[config.mk]
export PLATFORM = sky130hd
export DESIGN_NAME = bernstein_subdivide
export DESIGN_NICKNAME = d
export VERILOG_FILES = /design/src/rtl/bsub_pkg.sv /design/src/rtl/bsub_ram.sv /design/src/rtl/bsub_blend.sv /design/src/rtl/bernstein_subdivide.sv
export VERILOG_INCLUDE_DIRS = /design/src /design/src/rtl
export SDC_FILE = /design/constraint.sdc
export NUM_CORES = 2
export LEC_CHECK = 0
export BUFFER_PORTS_ARGS = -buffer_cell sky130_fd_sc_hd__buf_4
export CORE_MARGIN = 3
export CORE_UTILIZATION = 60
export DETAILED_ROUTE_END_ITERATION = 8
export GPL_ROUTABILITY_DRIVEN = 0
export PLACE_DENSITY = 0.81
export SYNTH_ARGS = -nofsm -noshare
export SYNTH_HDL_FRONTEND = slang
export SYNTH_SLANG_ARGS = --single-unit
[constraint.sdc]
create_clock -name clock -period 17.2 [get_ports clock]
set_clock_uncertainty 0.1 [all_clocks]
set_input_delay 1.72 -clock clock [delete_from_list [all_inputs] [get_ports clock]]
set_output_delay 1.72 -clock clock [all_outputs]
set_load 0.05 [all_outputs]
[src/rtl/bernstein_subdivide_assert.svh]
// Assertion macros shared by the de Casteljau subdivision block.
`ifndef BERNSTEIN_SUBDIVIDE_ASSERT_SVH
`define BERNSTEIN_SUBDIVIDE_ASSERT_SVH

// Same-cycle implication, disabled while reset is high.
`define BSUB_ASSERT_NOW(lbl, clk, rst, pre, post, msg) \
   lbl: assert property (@(posedge clk) disable iff (rst) (pre) |-> (post)) \
      else $error(msg);

// Next-cycle implication, disabled while reset is high.
`define BSUB_ASSERT_NEXT(lbl, clk, rst, pre, post, msg) \
   lbl: assert property (@(posedge clk) disable iff (rst) (pre) |=> (post)) \
      else $error(msg);

`endif

[src/rtl/bsub_pkg.sv]
// Types and constants for the de Casteljau subdivision block.
package bsub_pkg;

   localparam int MAX_POINTS_DEF = 16;
   localparam int COEFF_W        = 32;
   localparam int T_W            = 17;
   localparam int IDX_W          = 4;
   localparam int PROD_W         = 51;
   localparam logic [T_W-1:0] T_ONE = 17'd65536;

   typedef struct packed {
      logic signed [COEFF_W-1:0] coeff_in;
      logic [T_W-1:0]            split_t;
      logic                      last_point;
   } req_type;

   typedef struct packed {
      logic                      half_select;
      logic [IDX_W-1:0]          point_index;
      logic signed [COEFF_W-1:0] coeff_out;
      logic                      last_result;
   } rsp_type;

   // Control of the shared blend datapath
   typedef struct packed {
      logic take_a;   // load left operand from the read port
      logic take_b;   // load right operand, form b - a
      logic mul;      // form t * (b - a) + half
      logic advance;  // right operand becomes next left operand
   } blend_ctl_type;

endpackage

[src/rtl/bsub_ram.sv]
// Generic single-write, single-read RAM with registered read data.
module bsub_ram #(
   parameter int WIDTH = 32,
   parameter int DEPTH = 16
) (
   input  logic                     clock,
   input  logic                     wr_en,
   input  logic [$clog2(DEPTH)-1:0] wr_addr,
   input  logic [WIDTH-1:0]         wr_data,
   input  logic [$clog2(DEPTH)-1:0] rd_addr,
   output logic [WIDTH-1:0]         rd_data
);

   logic [WIDTH-1:0] mem_ff [DEPTH];
   logic [WIDTH-1:0] rd_data_ff;

   always_ff @(posedge clock) begin
      if (wr_en) begin
         mem_ff[wr_addr] <= wr_data;
      end
      rd_data_ff <= mem_ff[rd_addr];
   end

   assign rd_data = rd_data_ff;

endmodule

[src/rtl/bsub_blend.sv]
// Shared blend unit: a + floor((t*(b-a) + 32768) / 65536), one stage per step.
module bsub_blend (
   input  logic                                     clock,
   input  bsub_pkg::blend_ctl_type                  ctl,
   input  logic [bsub_pkg::T_W-1:0]                 split_t,
   input  logic [bsub_pkg::COEFF_W-1:0]             rd_data,
   output logic [bsub_pkg::COEFF_W-1:0]             result
);
   import bsub_pkg::*;

   logic signed [COEFF_W-1:0] a_ff, a_in;
   logic signed [COEFF_W-1:0] b_ff, b_in;
   logic signed [COEFF_W:0]   diff_ff, diff_in;
   logic signed [PROD_W-1:0]  prod_ff, prod_in;
   logic signed [PROD_W-1:0]  quot;

   always_comb begin
      a_in    = a_ff;
      b_in    = b_ff;
      diff_in = diff_ff;
      prod_in = prod_ff;
      if (ctl.take_a) begin
         a_in = $signed(rd_data);
      end else if (ctl.advance) begin
         a_in = b_ff;
      end
      if (ctl.take_b) begin
         b_in    = $signed(rd_data);
         diff_in = $signed({rd_data[COEFF_W-1], rd_data}) - $signed({a_ff[COEFF_W-1], a_ff});
      end
      if (ctl.mul) begin
         prod_in = $signed({1'b0, split_t}) * diff_ff + PROD_W'(32768);
      end
   end

   always_ff @(posedge clock) begin
      a_ff    <= a_in;
      b_ff    <= b_in;
      diff_ff <= diff_in;
      prod_ff <= prod_in;
   end

   // arithmetic shift is floor division, which matches half-up rounding of both signs
   assign quot   = prod_ff >>> 16;
   assign result = COEFF_W'(a_ff + quot[COEFF_W-1:0]);

endmodule

[src/rtl/bernstein_subdivide.sv]
// Top level: loads control points, runs the de Casteljau triangle, emits both halves.
//
//   channel  | ports                  | accepted when
//   request  | start, busy, req_data  | start && !busy
//   result   | rsp_valid, rsp_data    | every cycle rsp_valid is high
//
// A point that is not last is taken while busy stays low. After the last point,
// with n points (degree d = n-1), the run goes through the one shared blend unit
// and the point RAM's single read port, then emits 2n results. busy is high for
// the whole run. Reset clears the state, the point count and the held split; the
// RAMs are not cleared.
// Results cannot be stalled; each is shown for one cycle.
`include "bernstein_subdivide_assert.svh"

module bernstein_subdivide #(
   parameter int MAX_POINTS = bsub_pkg::MAX_POINTS_DEF
) (
   input  logic              clock,
   input  logic              reset,
   input  logic              start,
   output logic              busy,
   input  bsub_pkg::req_type req_data,
   output logic              rsp_valid,
   output bsub_pkg::rsp_type rsp_data
);
   import bsub_pkg::*;

   localparam int AW = $clog2(MAX_POINTS);
   localparam int CW = $clog2(MAX_POINTS + 1);

   typedef enum logic [8:0] {
      ST_IDLE      = 9'b000000001,
      ST_ROW_START = 9'b000000010,
      ST_ROW_FIRST = 9'b000000100,
      ST_FETCH     = 9'b000001000,
      ST_DIFF      = 9'b000010000,
      ST_MUL       = 9'b000100000,
      ST_ADD       = 9'b001000000,
      ST_OUT_RD    = 9'b010000000,
      ST_OUT_EMIT  = 9'b100000000
   } state_type;

   state_type         state_ff, state_in;
   logic [CW-1:0]     count_ff, count_in;
   logic [T_W-1:0]    t_ff, t_in;
   logic [AW-1:0]     deg_ff, deg_in;
   logic [AW-1:0]     i_ff, i_in;
   logic [AW-1:0]     j_ff, j_in;
   logic [AW-1:0]     k_ff, k_in;
   logic              half_ff, half_in;
   logic              rsp_valid_ff, rsp_valid_in;
   rsp_type           rsp_ff, rsp_in;

   logic               accept;
   logic               pt_we, lf_we;
   logic [AW-1:0]      pt_wa, lf_wa, pt_ra;
   logic [COEFF_W-1:0] pt_wd, lf_wd, pt_rd, lf_rd, blend_res;
   logic [AW+IDX_W-1:0] k_wide;
   blend_ctl_type      bctl;

   assign accept = start && (state_ff == ST_IDLE);
   assign busy   = (state_ff != ST_IDLE);
   assign k_wide = {{IDX_W{1'b0}}, k_ff};

   always_comb begin
      state_in     = state_ff;
      count_in     = count_ff;
      t_in         = t_ff;
      deg_in       = deg_ff;
      i_in         = i_ff;
      j_in         = j_ff;
      k_in         = k_ff;
      half_in      = half_ff;
      rsp_valid_in = 1'b0;
      rsp_in       = rsp_ff;
      pt_we        = 1'b0;
      pt_wa        = j_ff;
      pt_wd        = blend_res;
      pt_ra        = k_ff;
      lf_we        = 1'b0;
      lf_wa        = i_ff;
      lf_wd        = blend_res;
      bctl         = '0;

      case (state_ff)
         ST_IDLE: begin
            if (accept) begin
               if (count_ff < CW'(MAX_POINTS)) begin
                  pt_we    = 1'b1;
                  pt_wa    = count_ff[AW-1:0];
                  pt_wd    = req_data.coeff_in;
                  count_in = count_ff + CW'(1);
                  deg_in   = count_ff[AW-1:0];
               end else begin
                  deg_in   = AW'(MAX_POINTS - 1);
               end
               if (req_data.last_point) begin
                  t_in     = (req_data.split_t > T_ONE) ? T_ONE : req_data.split_t;
                  i_in     = '0;
                  state_in = ST_ROW_START;
               end
            end
         end
         ST_ROW_START: begin
            pt_ra    = '0;
            state_in = ST_ROW_FIRST;
         end
         ST_ROW_FIRST: begin
            bctl.take_a = 1'b1;
            if (i_ff == '0) begin
               // left[0] is the first loaded point
               lf_we = 1'b1;
               lf_wa = '0;
               lf_wd = pt_rd;
               if (deg_ff == '0) begin
                  k_in     = '0;
                  half_in  = 1'b0;
                  state_in = ST_OUT_RD;
               end else begin
                  i_in     = AW'(1);
                  state_in = ST_ROW_START;
               end
            end else begin
               j_in     = '0;
               state_in = ST_FETCH;
            end
         end
         ST_FETCH: begin
            pt_ra    = j_ff + AW'(1);
            state_in = ST_DIFF;
         end
         ST_DIFF: begin
            bctl.take_b = 1'b1;
            state_in    = ST_MUL;
         end
         ST_MUL: begin
            bctl.mul = 1'b1;
            state_in = ST_ADD;
         end
         ST_ADD: begin
            bctl.advance = 1'b1;
            pt_we        = 1'b1;
            if (j_ff == '0) begin
               lf_we = 1'b1;
            end
            if (j_ff == deg_ff - i_ff) begin
               if (i_ff == deg_ff) begin
                  k_in     = '0;
                  half_in  = 1'b0;
                  state_in = ST_OUT_RD;
               end else begin
                  i_in     = i_ff + AW'(1);
                  state_in = ST_ROW_START;
               end
            end else begin
               j_in     = j_ff + AW'(1);
               state_in = ST_FETCH;
            end
         end
         ST_OUT_RD: begin
            pt_ra    = k_ff;
            state_in = ST_OUT_EMIT;
         end
         ST_OUT_EMIT: begin
            rsp_valid_in       = 1'b1;
            rsp_in.half_select = half_ff;
            rsp_in.point_index = k_wide[IDX_W-1:0];
            rsp_in.coeff_out   = half_ff ? pt_rd : lf_rd;
            rsp_in.last_result = half_ff && (k_ff == deg_ff);
            if (k_ff == deg_ff) begin
               k_in = '0;
               if (half_ff) begin
                  count_in = '0;
                  state_in = ST_IDLE;
               end else begin
                  half_in  = 1'b1;
                  state_in = ST_OUT_RD;
               end
            end else begin
               k_in     = k_ff + AW'(1);
               state_in = ST_OUT_RD;
            end
         end
         default: begin
            state_in = ST_IDLE;
         end
      endcase
   end

   always_ff @(posedge clock) begin
      if (reset) begin
         state_ff     <= ST_IDLE;
         count_ff     <= '0;
         t_ff         <= '0;
         rsp_valid_ff <= 1'b0;
      end else begin
         state_ff     <= state_in;
         count_ff     <= count_in;
         t_ff         <= t_in;
         rsp_valid_ff <= rsp_valid_in;
      end
   end

   always_ff @(posedge clock) begin
      deg_ff  <= deg_in;
      i_ff    <= i_in;
      j_ff    <= j_in;
      k_ff    <= k_in;
      half_ff <= half_in;
      rsp_ff  <= rsp_in;
   end

   bsub_ram #(.WIDTH(COEFF_W), .DEPTH(MAX_POINTS)) u_point_ram (
      .clock   (clock),
      .wr_en   (pt_we),
      .wr_addr (pt_wa),
      .wr_data (pt_wd),
      .rd_addr (pt_ra),
      .rd_data (pt_rd)
   );

   bsub_ram #(.WIDTH(COEFF_W), .DEPTH(MAX_POINTS)) u_left_ram (
      .clock   (clock),
      .wr_en   (lf_we),
      .wr_addr (lf_wa),
      .wr_data (lf_wd),
      .rd_addr (k_ff),
      .rd_data (lf_rd)
   );

   bsub_blend u_blend (
      .clock   (clock),
      .ctl     (bctl),
      .split_t (t_ff),
      .rd_data (pt_rd),
      .result  (blend_res)
   );

   assign rsp_valid = rsp_valid_ff;
   assign rsp_data  = rsp_ff;

   `BSUB_ASSERT_NEXT(a_emit_strobe, clock, reset, (state_ff == ST_OUT_EMIT), rsp_valid, "emit state did not raise the result strobe")
   `BSUB_ASSERT_NOW(a_last_closes_run, clock, reset, (rsp_valid && rsp_data.last_result), (rsp_data.half_select && (state_ff == ST_IDLE) && (count_ff == '0)), "final result without closing the run")
   `BSUB_ASSERT_NOW(a_triangle_bound, clock, reset, (state_ff == ST_ADD), (({1'b0, j_ff} + {1'b0, i_ff}) <= {1'b0, deg_ff}), "blend index beyond the triangle")

endmodule

==> impl_metrics.json <==
{
  "die_y_um": 350.5,
  "p_per_area_nw_per_um2": 87.55,
  "area_growth_pct": 9.802,
  "crit_type": "flip-flop to flip-flop",
  "vias_per_cell": 6.372,
  "hold_class": "flip-flop to flip-flop",
  "yosys.area_share.simple": 0.07899,
  "synth-edff-count": 1208,
  "fin_crit_ns": 7.460,
  "synth_compound_area_frac": 0.03901,
  "post-route-period-util": 0.4337,
  "netlist_top_cells_count": "1208 x edfxtp_1, 604 x inv_1, 518 x fa_1, 421 x and2_1, 410 x nand2_1",
  "ys_seq_area_frac": 0.5364,
  "tightest_slew_ns": 1.259,
  "crit_required_ns": 17.59,
  "grt-ovfl-total": 0,
  "synth_top_cell_by_area": "edfxtp_1",
  "drt-wirelength-per-cell_um": 27.62,
  "status": "finished, final reports clean",
  "finalHoldViolCount": 0,
  "relSlewSlack": 0.1607,
  "cts_tree": "yes",
  "synth_warnings": 0,
  "syn_area_per_cell_sq_um": 14.67,
  "route.met3.wl_mm": 20.25,
  "critPathMaxFanout": 18,
  "hold_slack_ns": 0.4306,
  "clk_path_buf_depth": 3,
  "start_util": 0.6087,
  "fp.dieW_um": 350.5,
  "cp.arrival_ns": 7.85,
  "synth_xor_area_frac": 0.01439,
  "drc": 0,
  "async_flop_share": 0,
  "dr.pass1.iters": 8,
  "start_kind": "flip-flop",
  "ios": 93,
  "p_leak_nw": 29.46,
  "final_util": 0.6684,
  "reg2regPathDepth": 23,
  "grtUsageTotal": 0.3043,
  "first_global_vias": 43778,
  "synth_seq_cells": 1304,
  "end_kind": "flip-flop",
  "grt_max_degree": 129,
  "reg2reg_slack_ns": 9.74,
  "synthCells": 4853,
  "ctsResizeCount": 0,
  "cts_setup_buffers": 0,
  "num_vias": 41978,
  "highest-signal-layer": "met5",
  "finalSetupViolCount": 0,
  "numCtsBuffers": 132,
  "nets": 5743,
  "cts-htree-levels": 4,
  "drive_gt1_frac": 0.1610,
  "whs_path_depth": 1,
  "ys_types": 79,
  "hpwl_mm": 110.0,
  "die_area_sq_um": 122900,
  "routed_wl_mm": 182.0,
  "synthMuxAreaShare": 0.1031,
  "ctsHoldBuffers": 0,
  "synth_area_leaders": "edfxtp_1 51%, fa_1 15%, mux4_2 9.1%",
  "synth_top_family_by_area": "adder cells",
  "rsz0062_at_grt": "false",
  "syn-cell-area_sq_um": 71210,
  "postRouteAntennaNets": 0,
  "rows": 125,
  "clkLatencyLatePin_ns": 0.75,
  "clk_pin_slew_ns": 0.06,
  "setup_tns_ns": 0,
  "post_dp_cell_area_sq_um": 73870,
  "post_synth_fa_ha_maj_area_fraction": 0.1841,
  "r2r-start": "t_ff[10]$_SDFFE_PP0P_",
  "drt_iter0_drc": 4973,
  "hold_end": "rsp_data[16]$_DFFE_PP_",
  "vdd_ir_drop_max_uv": 94.23,
  "wl_met1_mm": 65.48,
  "core-area_sq_um": 117000,
  "cts_root_buf": "clkbuf_16",
  "grt_first_pass_wirelength_mm": 275.0,
  "fin_area_sq_um": 78190,
  "crit_path_start": "t_ff[10]$_SDFFE_PP0P_",
  "synth.most_common_cell": "edfxtp_1",
  "slew_violations": 0,
  "synth_nets": 5643,
  "ys.flop_type": "edfxtp_1",
  "antenna_found_initial": 6,
  "maxCapViolations": 0,
  "cts.sinks": 1304,
  "portBuffers": 92,
  "fmax_mhz": 134.0,
  "min_from": "u_left_ram.rd_data[15]$_DFF_P_",
  "wl_met2_mm": 85.80,
  "worst_r2r_endpoint": "u_blend.prod_ff[45]$_DFFE_PP_",
  "synth_top_area_share": 0.5094
}
==> cell type report <==
type                       count  area, sq um
multi-input combinational   2738        30180
fill                        7539        38790
tap                         1524         1907
timing repair buffer         172         1316
antenna                        3        7.507
clock buffer                 177         3602
sequential                  1304        38200
inverter                     605         2271
clock inverter                65        716.9
==> cells by family (layout without fill, tap and decap cells) <==
| kind of cell | after synthesis | in the layout |
|---|---|---|
| multiplexers | 364 | 364 |
| XOR/XNOR | 117 | 117 |
| AND/OR/NAND/NOR | 1123 | 1123 |
| other | 0 | 3 |
| AO/OA/AOI/OAI | 397 | 397 |
| flip-flops | 1304 | 1304 |
| buffers and inverters | 811 | 1019 |
| adder cells (fa/ha/maj) | 737 | 737 |
==> power breakdown <==
group / internal [mW] / switching, mW / total, mW
Clock: 1.62 / 1.26 / 2.88
Sequential: 3.48 / 0.0163 / 3.49
Combinational: 0.179 / 0.293 / 0.472
Total: 5.27 / 1.57 / 6.85
==> per-stage QoR <==
| step | total power, mW | instances | setup slack (ns) |
|---|---|---|---|
| 3_3_place_gp | 4.008 | 6343 | 9.894 |
| 4_1_cts | 6.868 | 6585 | 9.775 |
| 5_1_grt | 7.045 | 6585 | 9.458 |
| 3_5_place_dp | 4.021 | 6343 | 9.782 |
| 6_report | 6.846 | 6588 | 9.740 |
| 2_1_floorplan | 3.871 | 4853 | 8.843 |
==> registers in the layout (all words and copies together) (netlist names) <==
name,count
u_left_ram.mem_ff,512
u_point_ram.mem_ff,512
rsp_data,38
u_blend.diff_ff,33
u_blend.a_ff,32
u_blend.b_ff,32
u_blend.prod_ff,32
u_left_ram.rd_data,32
u_point_ram.rd_data,32
t_ff,17
state_ff,9
count_ff,5
deg_ff,4
i_ff,4
j_ff,4
k_ff,4
half_ff,1
rsp_valid,1
==> cells in the final DEF, fill, tap and decap left out, types with 115 or more instances in the layout <==
master,count
ha_1,219
inv_1,603
fa_1,518
edfxtp_1,1208
buf_4,170
and2_1,421
mux4_2,288
nor2_1,115
nand2_1,410
clkbuf_16,132
==> how the worst max path moves through the flow <==
stage,endpoint,slack (ns),cells past startpoint
detailed placement,u_blend.prod_ff[45]$_DFFE_PP_,9.78,23
finish,u_blend.prod_ff[45]$_DFFE_PP_,9.74,23
global placement,u_blend.prod_ff[45]$_DFFE_PP_,9.89,23
global route,u_blend.prod_ff[43]$_DFFE_PP_,9.46,23
floorplan,u_blend.b_ff[0]$_DFFE_PP_,8.84,3
CTS,u_blend.prod_ff[45]$_DFFE_PP_,9.78,23
==> critical path, cell delays in order, from the launching register on <==
cell       delay (ns)
dfxtp_1          0.81
buf_4            0.39
nand2_1          0.11
fa_1             0.52
inv_1            0.05
fa_1             0.50
inv_1            0.06
fa_1             0.53
inv_1            0.05
fa_1             0.38
fa_1             0.51
inv_1            0.05
fa_1             0.48
inv_1            0.04
ha_1             0.33
a21o_1           0.19
a21oi_1          0.17
o221ai_1         0.13
a211oi_1         0.56
o21ai_1          0.28
a2bb2oi_2        0.28
a21o_1           0.21
o41a_1           0.32
xor2_1           0.14
==> metal layers <==
metal	GRT usage	vias to the layer above
li1	-	17277
met1	0.4049	21402
met2	0.4740	2711
met3	0.07386	584
met4	0.1544	4
met5	0	-
Power figures use the tool's default switching activity.
